===== src/hw/rtl/bounded_double_ended_queue_defines.svh =====
// Assertion macros for the queue RTL.
`ifndef BOUNDED_DOUBLE_ENDED_QUEUE_DEFINES_SVH
`define BOUNDED_DOUBLE_ENDED_QUEUE_DEFINES_SVH

// Same-cycle implication, checked outside reset.
`define BDEQ_ASSERT_NOW(label, ante, cons, msg) \
    label: assert property (@(posedge i_clk) disable iff (!i_rst_n) (ante) |-> (cons)) \
        else $error(msg);

// Next-cycle implication, checked outside reset.
`define BDEQ_ASSERT_NEXT(label, ante, cons, msg) \
    label: assert property (@(posedge i_clk) disable iff (!i_rst_n) (ante) |=> (cons)) \
        else $error(msg);

`endif


===== src/hw/rtl/bdeq_pkg.sv =====
package bdeq_pkg;

    localparam int CAPACITY_DEF   = 16;
    localparam int DATA_WIDTH_DEF = 32;

    localparam int OPCODE_W = 3;
    localparam int VALUE_W  = 32;
    localparam int STATUS_W = 2;
    localparam int COUNT_W  = 5;

    // Output tdata: value_res then entry_count, padded to whole bytes.
    localparam int M_TDATA_W = ((VALUE_W + COUNT_W + 7) / 8) * 8;

    typedef enum logic [OPCODE_W-1:0] {
        OP_PUSH_FRONT = 3'd0,
        OP_PUSH_BACK  = 3'd1,
        OP_POP_FRONT  = 3'd2,
        OP_POP_BACK   = 3'd3,
        OP_LIST       = 3'd4
    } t_op;

    typedef enum logic [STATUS_W-1:0] {
        ST_OK    = 2'd0,
        ST_EMPTY = 2'd1,
        ST_FULL  = 2'd2
    } t_status;

    typedef enum logic {
        S_IDLE = 1'b0,
        S_LIST = 1'b1
    } t_state;

endpackage


===== src/hw/rtl/bdeq_ram.sv =====
module bdeq_ram #(
    parameter int WIDTH = 32,
    parameter int DEPTH = 16
) (
    input  logic                     i_clk,
    input  logic                     i_wr_en,
    input  logic [$clog2(DEPTH)-1:0] i_wr_addr,
    input  logic [WIDTH-1:0]         i_wr_data,
    input  logic                     i_rd_en,
    input  logic [$clog2(DEPTH)-1:0] i_rd_addr,
    output logic [WIDTH-1:0]         o_rd_data
);

    logic [WIDTH-1:0] r_mem [DEPTH];
    logic [WIDTH-1:0] r_rd_data;

    always_ff @(posedge i_clk) begin
        if (i_wr_en) begin
            r_mem[i_wr_addr] <= i_wr_data;
        end
        if (i_rd_en) begin
            r_rd_data <= r_mem[i_rd_addr];
        end
    end

    assign o_rd_data = r_rd_data;

endmodule


===== src/hw/rtl/bounded_double_ended_queue.sv =====
// Bounded double-ended queue held in a ring buffer of CAPACITY entries.
// Input channel s_axis: tuser carries the opcode (push front, push back,
// pop front, pop back, list), tdata the value to push.
// Output channel m_axis: tdata carries the popped or listed value and the
// entry count after the operation, tuser the status, tlast marks the final
// result of an input transaction.
// Push, pop and unused opcodes give one result each, so such transactions
// can follow each other in every cycle while the result stage can take
// them. A pop reads the entry RAM, whose read register runs beside the
// result stage. Each result reaches m_axis through the result stage and
// then the output register. A list blocks the input while it walks the
// queue, with one RAM read per entry while the result stage is free. A
// list of an empty queue gives one empty result.
// Reset empties the queue and clears both result stages; the RAM is not
// cleared, as only held entries are ever read.
// When the receiver stalls, one result waits in the output register and a
// second in the result stage; after that s_axis_tready falls and a list in
// progress pauses without losing an entry.
`include "bounded_double_ended_queue_defines.svh"

module bounded_double_ended_queue #(
    parameter int CAPACITY   = bdeq_pkg::CAPACITY_DEF,
    parameter int DATA_WIDTH = bdeq_pkg::DATA_WIDTH_DEF
) (
    input  logic                            i_clk,
    input  logic                            i_rst_n,
    input  logic                            s_axis_tvalid,
    output logic                            s_axis_tready,
    input  logic [bdeq_pkg::VALUE_W-1:0]    s_axis_tdata,  // [31:0] value
    input  logic [bdeq_pkg::OPCODE_W-1:0]   s_axis_tuser,  // [2:0] opcode
    output logic                            m_axis_tvalid,
    input  logic                            m_axis_tready,
    // [31:0] value_res, [36:32] entry_count, [39:37] zero
    output logic [bdeq_pkg::M_TDATA_W-1:0]  m_axis_tdata,
    output logic [bdeq_pkg::STATUS_W-1:0]   m_axis_tuser,  // [1:0] status
    output logic                            m_axis_tlast
);

    import bdeq_pkg::*;

    localparam int IDX_W = $clog2(CAPACITY);
    localparam int CNT_W = $clog2(CAPACITY + 1);
    localparam int CW    = (DATA_WIDTH < VALUE_W) ? DATA_WIDTH : VALUE_W;

    t_state             r_state, n_state;
    logic [IDX_W-1:0]   r_front, n_front;
    logic [CNT_W-1:0]   r_count, n_count;
    logic [IDX_W-1:0]   r_idx,   n_idx;

    // Result stage: metadata beside the RAM read register.
    logic               r_a_vld, n_a_vld;
    logic               r_a_zero;
    t_status            r_a_status;
    logic [CNT_W-1:0]   r_a_count;
    logic               r_a_last;

    // Output register.
    logic               r_o_vld, n_o_vld;
    logic [VALUE_W-1:0] r_o_value;
    t_status            r_o_status;
    logic [COUNT_W-1:0] r_o_count;
    logic               r_o_last;

    logic               w_acc, w_full, w_empty, w_a_take, w_a_free, w_list_end;
    t_op                w_op;
    logic [IDX_W-1:0]   w_off, w_slot;
    logic [IDX_W:0]     w_sum;

    logic                  w_wr_en, w_rd_en;
    logic [DATA_WIDTH-1:0] w_wr_data, w_rd_data;

    logic               w_a_load, w_a_zero_in, w_a_last_in;
    t_status            w_a_status_in;
    logic [CNT_W-1:0]   w_a_count_in;

    logic               w_push_ok, w_pop_ok;

    assign w_op       = t_op'(s_axis_tuser);
    assign w_full     = (r_count >= CNT_W'(CAPACITY));
    assign w_empty    = (r_count == '0);
    assign w_a_take   = r_a_vld && (!r_o_vld || m_axis_tready);
    assign w_a_free   = !r_a_vld || w_a_take;
    assign w_list_end = (CNT_W'(r_idx) == r_count - 1'b1);

    assign s_axis_tready = (r_state == S_IDLE) && w_a_free;
    assign w_acc         = s_axis_tvalid && s_axis_tready;

    assign w_push_ok = w_acc && (w_op == OP_PUSH_FRONT || w_op == OP_PUSH_BACK) && !w_full;
    assign w_pop_ok  = w_acc && (w_op == OP_POP_FRONT || w_op == OP_POP_BACK) && !w_empty;

    // Ring address: front plus an offset, wrapped once.
    always_comb begin
        if (r_state == S_LIST) begin
            w_off = r_idx;
        end else begin
            case (w_op)
                OP_PUSH_FRONT: w_off = IDX_W'(CAPACITY - 1);
                OP_PUSH_BACK:  w_off = IDX_W'(r_count);
                OP_POP_BACK:   w_off = IDX_W'(r_count - 1'b1);
                default:       w_off = '0;
            endcase
        end
        w_sum  = {1'b0, r_front} + {1'b0, w_off};
        w_slot = (w_sum >= (IDX_W+1)'(CAPACITY)) ?
                 IDX_W'(w_sum - (IDX_W+1)'(CAPACITY)) : IDX_W'(w_sum);
    end

    assign w_wr_data = DATA_WIDTH'(s_axis_tdata[CW-1:0]);

    // Next state.
    always_comb begin
        n_state = r_state;
        case (r_state)
            S_IDLE: begin
                if (w_acc && w_op == OP_LIST && !w_empty) begin
                    n_state = S_LIST;
                end
            end
            S_LIST: begin
                if (w_a_free && w_list_end) begin
                    n_state = S_IDLE;
                end
            end
            default: n_state = S_IDLE;
        endcase
    end

    // Datapath control and queue pointers.
    always_comb begin
        n_front       = r_front;
        n_count       = r_count;
        n_idx         = r_idx;
        w_wr_en       = 1'b0;
        w_rd_en       = 1'b0;
        w_a_load      = 1'b0;
        w_a_zero_in   = 1'b1;
        w_a_status_in = ST_OK;
        w_a_count_in  = r_count;
        w_a_last_in   = 1'b1;
        case (r_state)
            S_IDLE: begin
                if (w_acc) begin
                    case (w_op)
                        OP_PUSH_FRONT, OP_PUSH_BACK: begin
                            w_a_load = 1'b1;
                            if (w_full) begin
                                w_a_status_in = ST_FULL;
                            end else begin
                                w_wr_en      = 1'b1;
                                n_count      = r_count + 1'b1;
                                w_a_count_in = r_count + 1'b1;
                                if (w_op == OP_PUSH_FRONT) begin
                                    n_front = w_slot;
                                end
                            end
                        end
                        OP_POP_FRONT, OP_POP_BACK: begin
                            w_a_load = 1'b1;
                            if (w_empty) begin
                                w_a_status_in = ST_EMPTY;
                            end else begin
                                w_rd_en      = 1'b1;
                                w_a_zero_in  = 1'b0;
                                n_count      = r_count - 1'b1;
                                w_a_count_in = r_count - 1'b1;
                                if (w_op == OP_POP_FRONT) begin
                                    n_front = (r_front == IDX_W'(CAPACITY - 1)) ?
                                              '0 : r_front + 1'b1;
                                end
                            end
                        end
                        OP_LIST: begin
                            n_idx = '0;
                            if (w_empty) begin
                                w_a_load      = 1'b1;
                                w_a_status_in = ST_EMPTY;
                            end
                        end
                        default: w_a_load = 1'b1;
                    endcase
                end
            end
            S_LIST: begin
                if (w_a_free) begin
                    w_rd_en     = 1'b1;
                    w_a_load    = 1'b1;
                    w_a_zero_in = 1'b0;
                    w_a_last_in = w_list_end;
                    n_idx       = r_idx + 1'b1;
                end
            end
            default: ;
        endcase
    end

    // Accesses never overlap on one entry: one transaction is decoded at a
    // time and a write lands before any later read.
    bdeq_ram #(
        .WIDTH (DATA_WIDTH),
        .DEPTH (CAPACITY)
    ) u_ram (
        .i_clk     (i_clk),
        .i_wr_en   (w_wr_en),
        .i_wr_addr (w_slot),
        .i_wr_data (w_wr_data),
        .i_rd_en   (w_rd_en),
        .i_rd_addr ((r_state == S_IDLE && w_op == OP_POP_FRONT) ? r_front : w_slot),
        .o_rd_data (w_rd_data)
    );

    always_comb begin
        n_a_vld = r_a_vld;
        if (w_a_load) begin
            n_a_vld = 1'b1;
        end else if (w_a_take) begin
            n_a_vld = 1'b0;
        end
        n_o_vld = r_o_vld;
        if (w_a_take) begin
            n_o_vld = 1'b1;
        end else if (m_axis_tready) begin
            n_o_vld = 1'b0;
        end
    end

    always_ff @(posedge i_clk) begin
        if (!i_rst_n) begin
            r_state <= S_IDLE;
            r_front <= '0;
            r_count <= '0;
            r_idx   <= '0;
            r_a_vld <= 1'b0;
            r_o_vld <= 1'b0;
        end else begin
            r_state <= n_state;
            r_front <= n_front;
            r_count <= n_count;
            r_idx   <= n_idx;
            r_a_vld <= n_a_vld;
            r_o_vld <= n_o_vld;
        end
    end

    always_ff @(posedge i_clk) begin
        if (w_a_load) begin
            r_a_zero   <= w_a_zero_in;
            r_a_status <= w_a_status_in;
            r_a_count  <= w_a_count_in;
            r_a_last   <= w_a_last_in;
        end
        if (w_a_take) begin
            r_o_value  <= r_a_zero ? '0 : VALUE_W'(w_rd_data[CW-1:0]);
            r_o_status <= r_a_status;
            r_o_count  <= COUNT_W'(r_a_count);
            r_o_last   <= r_a_last;
        end
    end

    assign m_axis_tvalid = r_o_vld;
    assign m_axis_tdata  = {{(M_TDATA_W-VALUE_W-COUNT_W){1'b0}}, r_o_count, r_o_value};
    assign m_axis_tuser  = r_o_status;
    assign m_axis_tlast  = r_o_last;

    `BDEQ_ASSERT_NOW(a_count_bound, 1'b1, r_count <= CNT_W'(CAPACITY), "count above capacity")
    `BDEQ_ASSERT_NOW(a_ready_idle, s_axis_tready, r_state == S_IDLE, "input taken during list walk")
    `BDEQ_ASSERT_NEXT(a_push_count, w_push_ok, r_count == $past(r_count) + 1'b1, "push lost")
    `BDEQ_ASSERT_NEXT(a_pop_count, w_pop_ok, r_count == $past(r_count) - 1'b1, "pop lost")

endmodule

===== config.mk =====
export PLATFORM = sky130hd
export DESIGN_NAME = bounded_double_ended_queue
export DESIGN_NICKNAME = d
export VERILOG_FILES = /design/src/hw/rtl/bdeq_pkg.sv /design/src/hw/rtl/bdeq_ram.sv /design/src/hw/rtl/bounded_double_ended_queue.sv
export VERILOG_INCLUDE_DIRS = /design/src /design/src/hw/rtl
export SDC_FILE = /design/constraint.sdc
export NUM_CORES = 1
export LEC_CHECK = 0
export ABC_AREA = 1
export BUFFER_PORTS_ARGS = -buffer_cell sky130_fd_sc_hd__buf_2
export CORE_AREA = 2 2 304 306
export DETAILED_ROUTE_END_ITERATION = 8
export DIE_AREA = 0 0 306 308
export GPL_TIMING_DRIVEN = 0
export PLACE_DENSITY = 0.46
export SYNTH_ARGS = -nofsm -noshare
export SYNTH_HDL_FRONTEND = slang
export SYNTH_SLANG_ARGS = --single-unit

===== constraint.sdc =====
create_clock -name i_clk -period 4.2 [get_ports i_clk]
set_clock_uncertainty 0.2 [all_clocks]
set_input_delay 0.63 -clock i_clk [delete_from_list [all_inputs] [get_ports i_clk]]
set_output_delay 0.63 -clock i_clk [all_outputs]
set_load 0.005 [all_outputs]

==> flow_metrics.env <==
export IMPL_max_cap_violations=0
export IMPL_r2r_end="u_ram.o_rd_data[14]$_DFFE_PP_"
export IMPL_worst_path_stages=15
export IMPL_whs_ns=0.1226
export IMPL_path_delay_family="simple AND/OR/NAND/NOR gates"
export IMPL_p_seq_share_pct=43.8
export IMPL_grt_overflow=0
export IMPL_placed_cells=4024
export IMPL_ys_ff_latch=609
export IMPL_min_path_type="in -> reg"
export IMPL_core_area_sq_um=90970
export IMPL_finalNetCount=2996
export IMPL_die_area_sq_um=94250
export IMPL_clk_pin_slew_ns=0.06
export IMPL_comb_power_share_pct=17.4
export IMPL_rsz0062_at_grt="yes"
export IMPL_cp_num_buf_inv=3
export IMPL_syn_inst=2739
export IMPL_layout_common_cells="777 x nand2_1, 593 x edfxtp_1, 580 x inv_1"
export IMPL_crit_start="r_count[0]$_SDFF_PN0_"
export IMPL_clockRootBuffer="clkbuf_16"
export IMPL_grt_pass1_vias=17520
export IMPL_synthAdderAreaFrac_pct=0.4434
export IMPL_wl_per_cell_um=19.07
export IMPL_grt_use_total_pct=17.10
export IMPL_powerDensity_nw_per_um2=485.0
export IMPL_hpwlAfterDp_um=54440
export IMPL_clkLatencyLatePin_ns=0.62
export IMPL_grt_max_degree=33
export IMPL_setup_viol=0
export IMPL_r2r_start="r_count[0]$_SDFF_PN0_"
export IMPL_ant_nets=0
export IMPL_drt_total_wl_um=79860
export IMPL_fin_ws_ns=0.1801
export IMPL_leakage_uw=0.01424
export IMPL_p_int_uw=11100
export IMPL_synth_simple_gate_area_share_pct=21.17
export IMPL_postSynthAreaPerCell_sq_um=9.890
export IMPL_pin_count=84
export IMPL_ys_warnings_count=0
export IMPL_endpoint="u_ram.o_rd_data[14]$_DFFE_PP_"
export IMPL_drv_slew=0
export IMPL_p_switching_uw=4525
export IMPL_htreeDepth=3
export IMPL_area_delta_synth_final_pct=18.94
export IMPL_crit_required_ns=4.34
export IMPL_worst_path_max_fanout=10
export IMPL_fin_cells=4188
export IMPL_grt_pass1_wl_um=118000
export IMPL_layout_commonest_cell="nand2_1"
export IMPL_slew_limit_headroom_pct=21.10
export IMPL_worst_pin_slew_ns=1.182
export IMPL_hold_viol=0
export IMPL_start_kind="flip-flop"
export IMPL_syn_area_sq_um=27090
export IMPL_finalWorstPathRequiredPeriod_ns=4.020
export IMPL_place_congestion=0.8436
export IMPL_slowest_stage="fa_1"
export IMPL_cts_tree="yes"
export IMPL_portBuffers=80
export IMPL_period_share_pct=95.71
export IMPL_rrSetupSlack_ns=0.18
export IMPL_end_kind="flip-flop"
export IMPL_cts_buffer_depth=3
export IMPL_die_x_um=306
export IMPL_drive_gt1_share_pct=12.07
export IMPL_drtPass1Iterations=6
export IMPL_initial_core_util_pct=29.78
export IMPL_utilization_pct=35.42
export IMPL_dieHeight_um=308
export IMPL_yosysSeqAreaShare_pct=66.92
export IMPL_reg2regPathDepth=15
export IMPL_worstPathArrival_ns=4.16
export IMPL_rows=111
export IMPL_ir_drop_v=0.0002653
export IMPL_tns_ns=0
export IMPL_synthDistinctLibCells=32
export IMPL_num_vias=18650
export IMPL_cp_cell_sequence="inv_1 -> ha_1 -> o21ai_0 -> nor2_1 -> or2_2 -> fa_1 -> xnor2_2 -> nand2_1 -> o21ai_1 -> inv_2 -> clkbuf_2 -> nand2_1 -> nand2_1 -> nand2_1 -> nand2_1"
export IMPL_via_per_inst=4.452
export IMPL_synth_top_family_by_area="simple AND/OR/NAND/NOR gates"
export IMPL_status="completed"
export IMPL_cts_hold_buf=0
export IMPL_drc=0
export IMPL_numCtsBuffers=69
export IMPL_critPathMaxStageDelay_ns=0.41
export IMPL_drtIter0Drc=1717
export IMPL_swShare_pct=28.95
export IMPL_synth_compound_area_share_pct=1.058
export IMPL_path_class="reg -> reg"
export IMPL_place_ws_ns=-0.6018
export IMPL_clkPwrFrac_pct=38.8
export IMPL_crit_top_cell="nand2_1"
export IMPL_synth_xor_area_share_pct=0.1617
export IMPL_antenna_found_initial=5
export IMPL_fmaxAchievable_mhz=248.8
export IMPL_synthMuxAreaShare_pct=0
export IMPL_clock_sinks=609
==> cell type report <==
cell class	instances	area, sq um
Antenna cell	2	5.005
Buffer	128	641.9
Clock buffer	78	1803
Clock inverter	45	441.7
Fill cell	9078	58750
Inverter	583	2188
Multi-Input combinational cell	1421	6367
Sequential cell	609	18130
Tap cell	1186	1484
Timing Repair Buffer	136	1161
==> cell usage after synthesis <==
| cell type | number | area (sq um) |
|---|---|---|
| or2_2 | 4 | 25.02 |
| inv_2 | 2 | 7.510 |
| clkinv_1 | 1 | 3.750 |
| conb_1 | 1 | 3.750 |
| o22ai_1 | 1 | 6.260 |
| o21ai_0 | 20 | 100.1 |
| edfxtp_1 | 593 | 17810 |
| buf_2 | 74 | 370.4 |
| buf_4 | 3 | 22.52 |
| inv_1 | 580 | 2177 |
| buf_1 | 15 | 56.30 |
| ha_1 | 8 | 100.1 |
| fa_1 | 1 | 20.02 |
| o21a_1 | 2 | 15.01 |
| nand2_1 | 779 | 2924 |
| nand3_1 | 480 | 2402 |
| o211ai_1 | 1 | 7.510 |
| xnor2_1 | 2 | 17.52 |
| nor2_4 | 2 | 22.52 |
| nand4_1 | 3 | 18.77 |
| dfxtp_1 | 16 | 320.3 |
| nand2_2 | 5 | 31.28 |
| clkbuf_1 | 36 | 135.1 |
| xor2_1 | 3 | 26.28 |
| a211oi_1 | 4 | 30.03 |
| o31ai_1 | 1 | 7.510 |
| nand2_4 | 1 | 11.26 |
| nor2_1 | 72 | 270.3 |
| nor3_1 | 4 | 20.02 |
| nand3_2 | 1 | 10.01 |
| a21oi_1 | 21 | 105.1 |
| o21ai_1 | 3 | 15.01 |
==> registers in the layout (all words and copies together), names as in the netlist, 2 cells and up <==
signal / flops
m_axis_tuser: 2
r_a_count: 5
r_a_status: 2
r_count: 5
r_front: 4
r_idx: 4
r_o_count: 5
r_o_value: 32
u_ram.o_rd_data: 32
u_ram.r_mem: 512
==> power groups by stage <==
stage	registers, uW	logic [uW]	clock network (uW)
after global routing	6860	3000	6450
after detailed placement	6980	2660	0
after global placement	6980	2630	0
after floorplan	6980	1480	0
final	6850	2710	6060
after CTS	6850	2690	6220
==> cell families after synthesis <==
| logic type | count (synthesis) |
|---|---|
| flip-flops | 609 |
| XOR/XNOR | 5 |
| AO/OA/AOI/OAI | 53 |
| adder cells (fa/ha/maj) | 9 |
| other | 1 |
| AND/OR/NAND/NOR | 1351 |
| buffers and inverters | 711 |
==> per-layer routing <==
layer / routed length (um) / vias up / GRT usage (%) / part of all wire [%]
met5: 48 / - / 0 / 0.060
met4: 2177 / 8 / 5.774 / 2.7
met3: 4906 / 139 / 2.721 / 6.1
met2: 36330 / 531 / 27.33 / 45
met1: 36400 / 8787 / 23.63 / 46
li1: - / 9181 / - / -
==> what timing repair did <==
action,in CTS,in global routing
pin swaps,6,11
setup buffers,10,29
endpoints found under the setup margin,146,539
resized for setup,16,21
endpoints found under the hold margin,0,0
==> how the worst min path moves through the flow <==
stage | from | to | slack (ns) | cells after the start
2_1_floorplan | r_a_last$_SDFFCE_PN1P_ | m_axis_tlast$_DFFE_PP_ | 0.20 | 0
3_3_place_gp | r_a_count[2]$_DFFE_PP_ | r_o_count[2]$_DFFE_PP_ | 0.20 | 0
3_5_place_dp | r_a_count[1]$_DFFE_PP_ | r_o_count[1]$_DFFE_PP_ | 0.20 | 0
4_1_cts | i_rst_n | r_idx[3]$_SDFFE_PN0P_ | 0.08 | 2
5_1_grt | i_rst_n | r_idx[3]$_SDFFE_PN0P_ | 0.13 | 2
6_report | i_rst_n | r_idx[3]$_SDFFE_PN0P_ | 0.12 | 2
==> worst reg2reg max path, stage by stage, from the launching register on <==
cell      delay, ns
dfxtp_2        0.40
inv_1          0.14
ha_1           0.39
o21ai_0        0.18
nor2_1         0.06
or2_2          0.31
fa_1           0.41
xnor2_2        0.29
nand2_1        0.08
o21ai_1        0.19
inv_2          0.24
clkbuf_2       0.29
nand2_1        0.12
nand2_1        0.09
nand2_1        0.24
nand2_1        0.13
==> stage by stage <==
| step | instance area [sq um] | total power [uW] |
|---|---|---|
| floorplan | 27120 | 8466 |
| global route | 32220 | 16310 |
| global placement | 29000 | 9614 |
| finish | 32220 | 15630 |
| CTS | 31920 | 15760 |
| detailed placement | 29470 | 9644 |
No activity file was read; power rests on OpenSTA's default activity.
